**config.mk**
```make
export PLATFORM = sky130hd
export DESIGN_NAME = flp_div_step
export DESIGN_NICKNAME = d
export VERILOG_FILES = /design/src/sv/flp_pkg.sv /design/src/sv/flp_div_step.sv
export SDC_FILE = /design/constraint.sdc
export NUM_CORES = 1
export LEC_CHECK = 0
export BUFFER_PORTS_ARGS = -buffer_cell sky130_fd_sc_hd__buf_4
export CAP_MARGIN = 20
export CORE_AREA = 2 2 154 156
export CTS_CLUSTER_DIAMETER = 80
export DETAILED_ROUTE_END_ITERATION = 12
export DIE_AREA = 0 0 156 158
export PLACE_DENSITY = 0.59
export SLEW_MARGIN = 20
export SYNTH_ARGS = -nofsm -noshare
export SYNTH_HDL_FRONTEND = slang
export SYNTH_SLANG_ARGS = --single-unit
```
**constraint.sdc**
```tcl
create_clock -name clk_i -period 1.9 [get_ports clk_i]
set_input_delay 0.38 -clock clk_i [delete_from_list [all_inputs] [get_ports clk_i]]
set_output_delay 0.38 -clock clk_i [all_outputs]
set_load 0.005 [all_outputs]
```
**src/sv/flp_pkg.sv**
```systemverilog
// ----------------------------------------------------------------------------
// flp_pkg
// Types, codes and defaults shared by the foil energy-loss interpolator.
// ----------------------------------------------------------------------------
package flp_pkg;

  localparam int unsigned MaxParticlesDef = 20;
  localparam int unsigned MaxPointsDef    = 256;
  localparam int unsigned FractionBitsDef = 12;

  localparam int unsigned EW  = 24;  // energy width
  localparam int unsigned SGW = 16;  // straggle width
  localparam int unsigned MW  = 12;  // mass width

  localparam logic [11:0] MassTol       = 12'd8;
  localparam logic signed [23:0] StoppedEnergy = -24'sd16;
  localparam logic signed [25:0] EnergyMaxPos  = 26'sd8388607;
  localparam logic signed [25:0] EnergyMinNeg  = -26'sd8388608;

  typedef enum logic [1:0] {
    KIND_LOAD_SLOT  = 2'd0,
    KIND_LOAD_POINT = 2'd1,
    KIND_QUERY      = 2'd2
  } kind_e;

  typedef enum logic [1:0] {
    OUT_PASSED    = 2'd0,
    OUT_BELOW_MIN = 2'd1,
    OUT_UNKNOWN   = 2'd2,
    OUT_DISABLED  = 2'd3
  } outcome_e;

  typedef enum logic [2:0] {
    CFG_ENABLED        = 3'd0,
    CFG_MIN_ENERGY     = 3'd1,
    CFG_ENERGY_STEP    = 3'd2,
    CFG_POINT_COUNT    = 3'd3,
    CFG_PARTICLE_COUNT = 3'd4
  } cfg_idx_e;

  typedef struct packed {
    logic [1:0]         kind;
    logic [4:0]         slot;
    logic [7:0]         point;
    logic [6:0]         atomic_number;
    logic [11:0]        particle_mass;
    logic [23:0]        incident_energy;
    logic signed [23:0] table_energy;
    logic [15:0]        table_straggle;
  } in_beat_t;

  typedef struct packed {
    logic signed [23:0] exit_energy;
    logic [15:0]        exit_straggle;
    logic [1:0]         outcome;
  } out_beat_t;

  typedef struct packed {
    logic [2:0]  index;
    logic [23:0] value;
  } cfg_beat_t;

  typedef struct packed {
    logic        enabled;
    logic [23:0] min_energy;
    logic [23:0] energy_step;
    logic [8:0]  point_count;
    logic [4:0]  particle_count;
  } cfg_t;

  // Per-item control that travels down the pipeline.
  typedef struct packed {
    logic [1:0]         kind;
    logic [4:0]         slot;     // load slot, or matched slot for a query
    logic [7:0]         point;
    logic signed [23:0] tab_e;
    logic [15:0]        tab_s;
    logic [1:0]         outcome;
    logic signed [23:0] energy;   // result energy when not interpolated
    logic               at_top;
    logic [23:0]        over;     // distance past the last grid point
    logic [8:0]         last;     // index of the last grid point
  } ctl_t;

endpackage

```
**src/sv/flp_div_step.sv**
```systemverilog
// ----------------------------------------------------------------------------
// flp_div_step
// One restoring division step: resolve one quotient bit of offset / step.
// ----------------------------------------------------------------------------
module flp_div_step import flp_pkg::*; #(
  parameter int unsigned QW  = 20,
  parameter int unsigned FB  = FractionBitsDef,
  parameter int unsigned BIT = 0
) (
  input  logic               clk_i,
  input  logic               rst_ni,
  input  logic               en_i,
  input  logic               valid_i,
  input  ctl_t               ctl_i,
  input  logic [24+FB-1:0]   rem_i,
  input  logic [QW-1:0]      quo_i,
  input  logic [23:0]        step_i,
  output logic               valid_o,
  output ctl_t               ctl_o,
  output logic [24+FB-1:0]   rem_o,
  output logic [QW-1:0]      quo_o,
  output logic [23:0]        step_o
);

  localparam int unsigned RW = 24 + FB;
  localparam int unsigned DW = 24 + QW;

  logic [DW-1:0] sh;
  logic          ge;
  logic [RW-1:0] rem_d;
  logic [QW-1:0] quo_d;
  logic          valid_q;

  always_comb begin
    sh    = DW'(step_i) << BIT;
    ge    = DW'(rem_i) >= sh;
    rem_d = ge ? RW'(DW'(rem_i) - sh) : rem_i;
    quo_d = quo_i;
    quo_d[BIT] = ge;
  end

  always_ff @(posedge clk_i or negedge rst_ni) begin
    if (!rst_ni) begin
      valid_q <= 1'b0;
    end else if (en_i) begin
      valid_q <= valid_i;
    end
  end

  always_ff @(posedge clk_i) begin
    if (en_i) begin
      ctl_o  <= ctl_i;
      rem_o  <= rem_d;
      quo_o  <= quo_d;
      step_o <= step_i;
    end
  end

  assign valid_o = valid_q;

endmodule

```
==> key figures <==
Floorplan
  – IO Pins: ~400
  – Die height: 158 µm
  – Rows: 56
  – Die Area: 24,600 µm²
  – Initial core utilization: 34.4%
  – Die W: approximately 160 µm
  – CORE AREA: roughly 23,000 µm²

Placed design
  – Placed Cells: ~1,300
  – Detail Placement HPWL: just over 20,000 µm
  – I/O Buffers: just under 400
  – GP Congestion: 0.860
  – Cell Area, Placed: 12,200 µm²

Finish
  – Area Growth Syn to Fin: 79.1%
  – Fillers: about 1,800
  – Final core utilization: a little over 60%
  – Post-Layout Inst Area: approximately 14,000 µm²
  – # diodes: 0
  – Most frequent cells in the layout: buf_4, edfxtp_1, ha_4
  – Final Instance Count excl. Fillers: ~1,400
  – Commonest non-fill, non-tap cell in the layout: buf_4
  – Layout cell share with drive strength beyond 1: 68.2%
  – Final nets: 1,286

Global routing
  – Initial antenna violation count: 0
  – Vias in the first global route: 6,334
  – First-pass GRT wire length: roughly 38,000 µm
  – GRT busiest layer: met2
  – Met2 GRT Util: 38.3%
  – Largest net degree at the start of global routing: 41
  – Total global routing overflow: 0
  – GRT Total Usage: around a fifth
  – Global routing usage on met3: 7.09%
  – Met1 Resource Use GR: between 20% and 30%

Critical path
  – Crit end category: flop
  – CP startpoint kind: primary input
  – Worst EP arrival: around 2400 ps
  – Setup CP Type: primary input to flop
  – Worst-path cell chain: buf_6 -> ha_4 -> buf_6 -> buf_12 -> nand2b_4 -> a21oi_4 -> o21ai_4 -> buf_6 -> nand2_8 -> buf_4 -> a221o_1 -> buf_4 -> nor3b_2 -> xor2_1
  – CP most frequent cell: buf_6
  – Critical-path maximum fanout: 3
  – Critical R2R Launch: valid_o$_DFFE_PN0P_
  – CP required: between 2000 and 2500 ps
  – Worst Setup SP: rem_i[2]
  – Slowest stage delay, CP: roughly 340 ps
  – CP max-delay cell: a221o_1

Timing
  – Final period utilization: 115%
  – Final hold vios: 0
  – Clock skew: 0 ps
  – RSZ-0062 raised after global routing: yes
  – Tmin final: around 2200 ps
  – Slack of the critical path: -282 ps
  – Relative slew slack: between 70% and 80%
  – Slew Viols, Final: 0
  – Slew @ Worst Pin: about 430 ps
  – Final Setup Violations: 37
  – Fmax: 0.458 GHz
  – WHS: around 110 ps

Logic synthesis
  – Main synth FF type: edfxtp_1
  – Flops & latches, synth: around 200
  – Syn. warnings: 0
  – Synthesized cell area: 7940 µm²
  – Post-synth top area cell: edfxtp_1
  – Post-Synthesis Cells: ~500
  – Avg Cell Area, Syn: 15.4 µm²
  – Sequential fraction of the synthesis area: between 70% and 80%
  – Area share of the largest cell type after synthesis: about three quarters
  – Synth top area cells: edfxtp_1, ha_1, xor2_1
  – Yosys cell types: 52
  – Post-synth EDFFs: between 150 and 200
  – Post-Syn Nets: 739
  – Async set-reset flop share out of synthesis: less than 1%

Run status
  – Failing checks: negative setup slack
  – Outcome: finished, violations left

Power and ir drop
  – Pleak: slightly above 6 nW
  – Tot Pwr: ~0.011 W
  – PwrDens: 800 nW/µm²
  – Max IR drop VDD: around 0.44 mV

Routing
  – Routed len/inst: 20.2 µm
  – Post-detailed-route count of antenna-violating nets: 0
  – DRT Pass-1 Iters: 4
  – DR DRC count: 0
  – WL final: roughly 28,000 µm
  – Vias per inst: approximately 4.7
  – Initial DRC Count: about 290
  – Vias: roughly 6,400

Clocking
  – CTS Sinks: between 150 and 200
  – Clk slew on worst S/H paths: ~80 ps
  – CTS root buf: clkbuf_16
  – Clock buffer count from CTS: 17
  – H-tree Lvls: 4
  – Worst-Skew Late Latency: about 430 ps
  – Clock Path Buffers: 2
  – TritonCTS clock tree: done

Worst hold path
  – Hold path startpoint: quo_i[6]
  – Worst hold path class: primary input to flop

Run
  – Max-Cap Viols: 0
[path summary, 6_finish.rpt]
path / slack, ps / end / depth (start not counted)
max in group asynchronous: 1540 / valid_o$_DFFE_PN0P_ / 2
worst min register to register: 540 / valid_o$_DFFE_PN0P_ / 1
worst max-delay path: -280 / rem_o[28]$_DFFE_PP_ / 14
worst min-delay path: 110 / quo_o[6]$_DFFE_PP_ / 1
worst max register to register: 1130 / valid_o$_DFFE_PN0P_ / 1
min in group asynchronous: 280 / valid_o$_DFFE_PN0P_ / 2
[routing by layer]
layer  wire [µm]  vias up  share of wire (%)
met5           0        -                  0
met4         625        0                2.3
met3        2030       34                7.4
met2       14600      220                 53
met1       10300     3079                 37
li1            -     3025                  -
[synthesized netlist by cell type, drive strengths merged, types with 2 or more instances]
cell and count:
or2 2, buf 9, o211ai 6, o21bai 5
and3 3, nor2b 3, nand4 7, a21bo 2
nor4 6, a31oi 2, xor2 22, nor3 12
xnor2 11, nand2b 3, o21ai 36, a21boi 2
nor2 13, a21o 8, inv 36, a211oi 5
nand2 45, clkbuf 5, mux2 2, nand3 8
ha 24, a21oi 30, edfxtp 195
[kinds of logic (layout without fill, tap and decap cells)]
logic type	after synthesis	count (layout)	synth area share, %
buffers and inverters	50	610	2.77
xor gates and xnor gates	33	33	3.64
AOI/OAI and AO/OA	102	102	8.16
muxes	2	2	0.284
DFF	196	196	74.1
adders and majority gates	25	25	4.03
and+or+nand+nor	107	107	7.04
[through the flow]
stage | setup WS (ps) | setup TNS (ps)
global placement | -844 | -27660
global route | -351 | -8930
detailed placement | -878 | -28340
CTS | -260 | -6000
finish | -282 | -7090
floorplan | -395 | -11660
[sequential cells by signal, summed over array words and instances (netlist names)]
register	cells
ctl_o	115
rem_o	36
step_o	24
quo_o	20
valid_o	1
[critical path, delay by kind of cell]
family | cells | cell delay, ps
compound gates | 3 | 590
xor+xnor | 1 | 90
fa+ha+maj | 1 | 250
buf+inv | 6 | 760
simple gates | 3 | 300
[where the power goes]
| group | total [W] | internal [W] | switching [W] |
|---|---|---|---|
| registers | 0.00532 | 0.00521 | 0.000109 |
| clock network | 0.00358 | 0.00177 | 0.00181 |
| logic | 0.00248 | 0.00143 | 0.00105 |
| total | 0.0114 | 0.00841 | 0.00297 |
[cell type report]
type	instances	area [µm²]	area share, %
Sequential cell	196	5880	41.4
Timing Repair Buffer	542	4410	31.0
Multi-Input combinational cell	269	2810	19.7
Clock buffer	18	429	3.02
Tap cell	290	363	2.55
Inverter	36	175	1.23
Clock inverter	14	155	1.09
[timing repair]
action                                 4_1_cts  5_1_grt
setup buffers                               36       15
hold buffers                                 1        0
setup endpoints to repair                   37       37
resized for setup                          136       86
pin swaps                                   58       62
cloned                                       3        2
endpoints found under the hold margin        1        0
Note: power is estimated with default switching activity, not from simulation.
