File: src/sv/flp_pkg.sv
// ----------------------------------------------------------------------------
// flp_pkg
// Types, codes and defaults shared by the foil energy-loss interpolator.
// ----------------------------------------------------------------------------
package flp_pkg;

  localparam int unsigned MaxParticlesDef = 20;
  localparam int unsigned MaxPointsDef    = 256;
  localparam int unsigned FractionBitsDef = 12;

  localparam int unsigned EW  = 24;  // energy width
  localparam int unsigned SGW = 16;  // straggle width
  localparam int unsigned MW  = 12;  // mass width

  localparam logic [11:0] MassTol       = 12'd8;
  localparam logic signed [23:0] StoppedEnergy = -24'sd16;
  localparam logic signed [25:0] EnergyMaxPos  = 26'sd8388607;
  localparam logic signed [25:0] EnergyMinNeg  = -26'sd8388608;

  typedef enum logic [1:0] {
    KIND_LOAD_SLOT  = 2'd0,
    KIND_LOAD_POINT = 2'd1,
    KIND_QUERY      = 2'd2
  } kind_e;

  typedef enum logic [1:0] {
    OUT_PASSED    = 2'd0,
    OUT_BELOW_MIN = 2'd1,
    OUT_UNKNOWN   = 2'd2,
    OUT_DISABLED  = 2'd3
  } outcome_e;

  typedef enum logic [2:0] {
    CFG_ENABLED        = 3'd0,
    CFG_MIN_ENERGY     = 3'd1,
    CFG_ENERGY_STEP    = 3'd2,
    CFG_POINT_COUNT    = 3'd3,
    CFG_PARTICLE_COUNT = 3'd4
  } cfg_idx_e;

  typedef struct packed {
    logic [1:0]         kind;
    logic [4:0]         slot;
    logic [7:0]         point;
    logic [6:0]         atomic_number;
    logic [11:0]        particle_mass;
    logic [23:0]        incident_energy;
    logic signed [23:0] table_energy;
    logic [15:0]        table_straggle;
  } in_beat_t;

  typedef struct packed {
    logic signed [23:0] exit_energy;
    logic [15:0]        exit_straggle;
    logic [1:0]         outcome;
  } out_beat_t;

  typedef struct packed {
    logic [2:0]  index;
    logic [23:0] value;
  } cfg_beat_t;

  typedef struct packed {
    logic        enabled;
    logic [23:0] min_energy;
    logic [23:0] energy_step;
    logic [8:0]  point_count;
    logic [4:0]  particle_count;
  } cfg_t;

  // Per-item control that travels down the pipeline.
  typedef struct packed {
    logic [1:0]         kind;
    logic [4:0]         slot;     // load slot, or matched slot for a query
    logic [7:0]         point;
    logic signed [23:0] tab_e;
    logic [15:0]        tab_s;
    logic [1:0]         outcome;
    logic signed [23:0] energy;   // result energy when not interpolated
    logic               at_top;
    logic [23:0]        over;     // distance past the last grid point
    logic [8:0]         last;     // index of the last grid point
  } ctl_t;

endpackage

File: src/sv/flp_front.sv
// ----------------------------------------------------------------------------
// flp_front
// Particle list, classification, grid offset and top-of-grid check.
// ----------------------------------------------------------------------------
module flp_front import flp_pkg::*; #(
  parameter int unsigned MAX_PARTICLES = MaxParticlesDef,
  parameter int unsigned MAX_POINTS    = MaxPointsDef
) (
  input  logic        clk_i,
  input  logic        rst_ni,
  input  logic        en_i,
  input  logic        valid_i,
  input  in_beat_t    beat_i,
  input  cfg_t        cfg_i,
  output logic        valid_o,
  output ctl_t        ctl_o,
  output logic [23:0] d_o,
  output logic [23:0] step_o
);

  localparam int unsigned SW = (MAX_PARTICLES > 1) ? $clog2(MAX_PARTICLES) : 1;

  logic [6:0]  z_q    [MAX_PARTICLES];
  logic [11:0] mass_q [MAX_PARTICLES];

  logic        found;
  logic [4:0]  match_idx;
  logic [5:0]  pc;
  logic [12:0] mdiff;
  logic [8:0]  n;
  logic [8:0]  last;
  ctl_t        ctl_d;
  logic [23:0] d_d;
  logic [23:0] step_d;
  logic [32:0] top_d;

  logic        v2_q;
  ctl_t        ctl2_q;
  logic [23:0] d2_q;
  logic [23:0] step2_q;
  logic [32:0] top2_q;

  logic        v3_q;
  ctl_t        ctl3_d;
  ctl_t        ctl3_q;
  logic [23:0] d3_q;
  logic [23:0] step3_q;

  always_ff @(posedge clk_i) begin
    if (en_i && valid_i && beat_i.kind == KIND_LOAD_SLOT &&
        32'(beat_i.slot) < MAX_PARTICLES) begin
      z_q[beat_i.slot[SW-1:0]]    <= beat_i.atomic_number;
      mass_q[beat_i.slot[SW-1:0]] <= beat_i.particle_mass;
    end
  end

  always_comb begin
    pc = (32'(cfg_i.particle_count) > MAX_PARTICLES) ? 6'(MAX_PARTICLES)
                                                      : {1'b0, cfg_i.particle_count};
    found     = 1'b0;
    match_idx = '0;
    mdiff     = '0;
    for (int s = 0; s < MAX_PARTICLES; s++) begin
      mdiff = {1'b0, mass_q[s]} - {1'b0, beat_i.particle_mass};
      if (!found && 6'(s) < pc && z_q[s] == beat_i.atomic_number &&
          ($signed(mdiff) < $signed({1'b0, MassTol})) &&
          ($signed(mdiff) > -$signed({1'b0, MassTol}))) begin
        found     = 1'b1;
        match_idx = 5'(s);
      end
    end

    if (cfg_i.point_count < 9'd2) begin
      n = 9'd2;
    end else if (32'(cfg_i.point_count) > MAX_POINTS) begin
      n = 9'(MAX_POINTS);
    end else begin
      n = cfg_i.point_count;
    end
    last   = n - 9'd1;
    step_d = (cfg_i.energy_step == '0) ? 24'd1 : cfg_i.energy_step;
    d_d    = beat_i.incident_energy - cfg_i.min_energy;
    top_d  = 33'(last) * 33'(step_d);

    ctl_d        = '0;
    ctl_d.kind   = beat_i.kind;
    ctl_d.slot   = beat_i.slot;
    ctl_d.point  = beat_i.point;
    ctl_d.tab_e  = beat_i.table_energy;
    ctl_d.tab_s  = beat_i.table_straggle;
    ctl_d.last   = last;
    if (!cfg_i.enabled) begin
      ctl_d.outcome = OUT_DISABLED;
      ctl_d.energy  = beat_i.incident_energy[23] ? 24'sh7fffff
                                                 : $signed(beat_i.incident_energy);
    end else if (beat_i.incident_energy < cfg_i.min_energy) begin
      ctl_d.outcome = OUT_BELOW_MIN;
      ctl_d.energy  = StoppedEnergy;
    end else if (!found) begin
      ctl_d.outcome = OUT_UNKNOWN;
      ctl_d.energy  = StoppedEnergy;
    end else begin
      ctl_d.outcome = OUT_PASSED;
      ctl_d.energy  = StoppedEnergy;
    end
    if (beat_i.kind == KIND_QUERY) begin
      ctl_d.slot = match_idx;
    end
  end

  always_comb begin
    ctl3_d        = ctl2_q;
    ctl3_d.at_top = {9'd0, d2_q} >= top2_q;
    ctl3_d.over   = d2_q - top2_q[23:0];
  end

  always_ff @(posedge clk_i or negedge rst_ni) begin
    if (!rst_ni) begin
      v2_q <= 1'b0;
      v3_q <= 1'b0;
    end else if (en_i) begin
      v2_q <= valid_i;
      v3_q <= v2_q;
    end
  end

  always_ff @(posedge clk_i) begin
    if (en_i) begin
      ctl2_q  <= ctl_d;
      d2_q    <= d_d;
      step2_q <= step_d;
      top2_q  <= top_d;
      ctl3_q  <= ctl3_d;
      d3_q    <= d2_q;
      step3_q <= step2_q;
    end
  end

  assign valid_o = v3_q;
  assign ctl_o   = ctl3_q;
  assign d_o     = d3_q;
  assign step_o  = step3_q;

endmodule

File: config.mk
export PLATFORM = sky130hd
export DESIGN_NAME = flp_front
export DESIGN_NICKNAME = d
export VERILOG_FILES = /design/src/sv/flp_pkg.sv /design/src/sv/flp_front.sv
export SDC_FILE = /design/constraint.sdc
export NUM_CORES = 2
export LEC_CHECK = 0
export BUFFER_PORTS_ARGS = -buffer_cell sky130_fd_sc_hd__buf_2
export CAP_MARGIN = 10
export CORE_MARGIN = 2
export CORE_UTILIZATION = 40
export CTS_CLUSTER_SIZE = 20
export DETAILED_ROUTE_END_ITERATION = 16
export PLACE_DENSITY_LB_ADDON = 0.15
export RECOVER_POWER = 25
export SLEW_MARGIN = 10
export SYNTH_ARGS = -nofsm -noshare
export SYNTH_HDL_FRONTEND = slang
export SYNTH_SLANG_ARGS = --single-unit
export TNS_END_PERCENT = 5
File: constraint.sdc
create_clock -name clk_i -period 6.5 [get_ports clk_i]
set_clock_uncertainty 0.15 [all_clocks]
set_input_delay 0.65 -clock clk_i [delete_from_list [all_inputs] [get_ports clk_i]]
set_output_delay 0.65 -clock clk_i [all_outputs]
set_load 0.05 [all_outputs]
==> impl_results.md <==
* Area of the multi-input gates at 23000 µm²
* Layout overhead on the synthesized area at 18.2%
* PortBufs at 328
* Worst Tran Pin Value at 1160 ps
* Reg clk slew, reported paths at around 60 ps
* 1st-pass router iterations at 5
* Peak supply drop at approximately 320 µV
* Layout cell share with drive strength beyond 1 at around 17%
* Yosys reg bits at between 700 and 800
* Layout Nets at around 5200
* Power per cell area at between 300 and 400 nW/µm²
* Clk Latency, worst-skew pair at 680 ps
* Final period util at a little over nine tenths
* Met3 Resource Use GR at ~3.1%
* Clk root buf: clkbuf_16
* CP Capture Type: flop
* Crit Path Class: in2reg
* Worst EP arrival at between 6000 and 7000 ps
* Overflow after GRT at 0
* Post-Route WL at around 120 mm
* First-pass GRT wire length at 187 mm
* R2R Setup Slk at approximately 2100 ps
* Post-synthesis cell count at roughly 4000
* Total Routing Usage GR at just over 20%
* Synth unique cells at ~110
* Synth Area per Inst at between 10 and 15 µm²
* Largest net degree at the start of global routing at 77
* Max_cap viols at 0
* Final core utilization at between 40% and 50%
* Setup TNS at 0 ps
* Placement Cell Area at around 50000 µm²
* Initial antenna violation count at 7
* Clk sink count at 716
* Number of CTS-inserted buffers at 86
* Met1 usage at slightly below 30%
* Filler cells at 10600
* Synth Cell Area at 45800 µm²
* H-tree depth at 3
* Ys async rst share at less than 1%
* CP max FO at 16
* Starting Density at between 40% and 50%
* Core ar. at 114000 µm²
* Minimum clock period at ~6400 ps
* Post-route cell area at about 54000 µm²
* Headroom to the max-slew limit at 22.4%
* Maximum clock insertion buffer count at 3
* Sequential Area at between 20000 and 25000 µm²
* Run status: finished clean
* Die Footprint at around 120000 µm²
* Detailed placement HPWL at 88.7 mm
* Via count normalized by instance count at ~5.3
* Register area share after synthesis at 47.0%
* Met2 usage at 33.6%
* Post-synth EDFFs at around 710
* Final setup violation count at 0
* Syn_nets at 4669
* Worst Hold Class: in2reg
* Antenna violation net count after detailed routing at 0
* RSZ-0062 raised after global routing: true
* CP Launch Type: primary input
* Primary FF master, synth: edfxtp_1
* Io pins at approximately 330
* DRC viols at 0
* Die Span Y at between 300 and 400 µm
* Worst Path Required at ~6800 ps
* Die Width at around 340 µm
* Ys Warns at 0
* Peak Freq at ~160 MHz
* GP Congestion at about 0.84
* Rows at 124
* Slew Limit Fails at 0
* 1st-iter DRT viols at approximately 2300
* Fin. Hold Viols at 0
* P_leak at between 20 and 25 nW
* DR vias at between 30000 and 40000
* Gr busiest metal: met2
* Most frequent cells in the layout: edfxtp_1 (714), ha_1 (332), buf_2 (322)
* Vias in the first global route at between 30000 and 40000
* WL/cell at roughly 20 µm
* CTS tree: done
* Most common cell after layout, fill and taps aside: edfxtp_1
-- cell usage after synthesis (18+ instances only) --
master,n,area [µm²]
fa_1,177,3540
nand2b_1,69,432
a21oi_1,159,796
o211ai_1,25,188
nand2_1,290,1090
o21ai_0,117,586
nand3_1,90,450
a21o_1,51,383
or2_2,24,150
xor2_1,143,1250
xnor2_1,169,1480
nand3b_1,19,143
o21a_1,85,638
or3_1,53,332
nor4_1,62,388
o31ai_1,18,135
nor2b_1,71,444
clkbuf_1,80,300
o31a_1,26,228
nor3_1,92,460
ha_1,342,4280
edfxtp_1,714,21400
o21ai_1,21,105
nor2_1,246,923
and2_1,97,607
inv_1,296,1110
a211oi_1,36,270
a31oi_1,23,144
nand4_1,51,319
-- what timing repair did --
| action | 4_1_cts | 5_1_grt |
|---|---|---|
| pin swaps | 29 | 20 |
| hold endpoints to repair | 50 | 0 |
| hold buffers | 49 | 0 |
| setup endpoints to repair | 6 | 8 |
| setup buffers | 9 | 0 |
| resized for setup | 27 | 13 |
-- cell type report --
cell class | instances | share of cell area [%]
sequential | 716 | 39.7
antenna | 2 | 0.00925
timing repair buffer | 567 | 6.67
tap | 1512 | 3.50
clock buffer | 99 | 4.07
inverter | 296 | 2.05
clock inverter | 58 | 1.39
multi-input combinational | 2872 | 42.6
-- power by group --
| group | leakage, nW | internal (mW) | total, mW | switching, mW |
|---|---|---|---|---|
| Clock | 1.40 | 2.95 | 5.03 | 2.08 |
| Combinational | 13.4 | 3.44 | 7.62 | 4.18 |
| Sequential | 6.71 | 5.73 | 5.87 | 0.137 |
-- sequential cells by signal (all words and copies together) (netlist names) --
name     count
d_o         24
valid_o      1
step_o      24
z_q        140
ctl2_q      90
v2_q         1
step2_q     24
ctl_o      115
mass_q     240
d2_q        24
top2_q      33
-- per-stage QoR --
stage	std cells	hold WS [ps]	setup slack [ps]	total power, mW
2_1_floorplan	3985	204	-693	10.7
3_3_place_gp	5905	250	-898	13.1
3_5_place_dp	5905	255	-1030	13.2
4_1_cts	6120	46.9	-124	18.6
5_1_grt	6122	67.3	-224	19.7
6_report	6122	98.9	85.4	18.5
-- cells by family (layout without fill, tap and decap cells) --
family,after synthesis,in the layout,synth area share [%]
simple gates,1271,1271,14.5
compound gates,760,760,11.8
flops,716,716,47.0
fa+ha+maj,519,519,17.1
buf+inv,397,1020,3.43
xor+xnor,312,312,5.97
mux,10,10,0.227
other cells,0,2,0
-- critical path: stages --
cell       delay, ps
buf_2            110
or3_4            420
nor4_4           180
o21bai_2         140
ha_4             190
buf_4            150
xnor2_4          290
buf_12           190
nand2_1           80
fa_1             530
inv_1             50
fa_1             480
fa_1             510
fa_1             490
ha_1             330
buf_4            160
a21oi_4          200
a21boi_2         100
a21oi_2          180
a21oi_2           90
a41o_1           220
o41ai_4          340
nor2_2           100
a2111oi_4        250
a21oi_2          100
xnor2_1          130
-- routing by layer --
metal  wire (µm)  share of wire, %
met1       56600                46
met2       58100                47
met3        5700               4.6
met4        3340               2.7
met5           0                 0
-- path summary, 6_finish.rpt --
kind / from / depth (start not counted) / end
worst max-delay path: cfg_i[8] / 26 / top2_q[32]
worst min-delay path: beat_i[48] / 2 / ctl2_q[42]
worst max register to register: mass_q[15][0] / 14 / ctl2_q[108]
worst min register to register: step2_q[18] / 0 / step_o[18]
max in group asynchronous: rst_ni / 2 / v2_q
min in group asynchronous: rst_ni / 2 / valid_o
(Power assumes the default switching activity.)
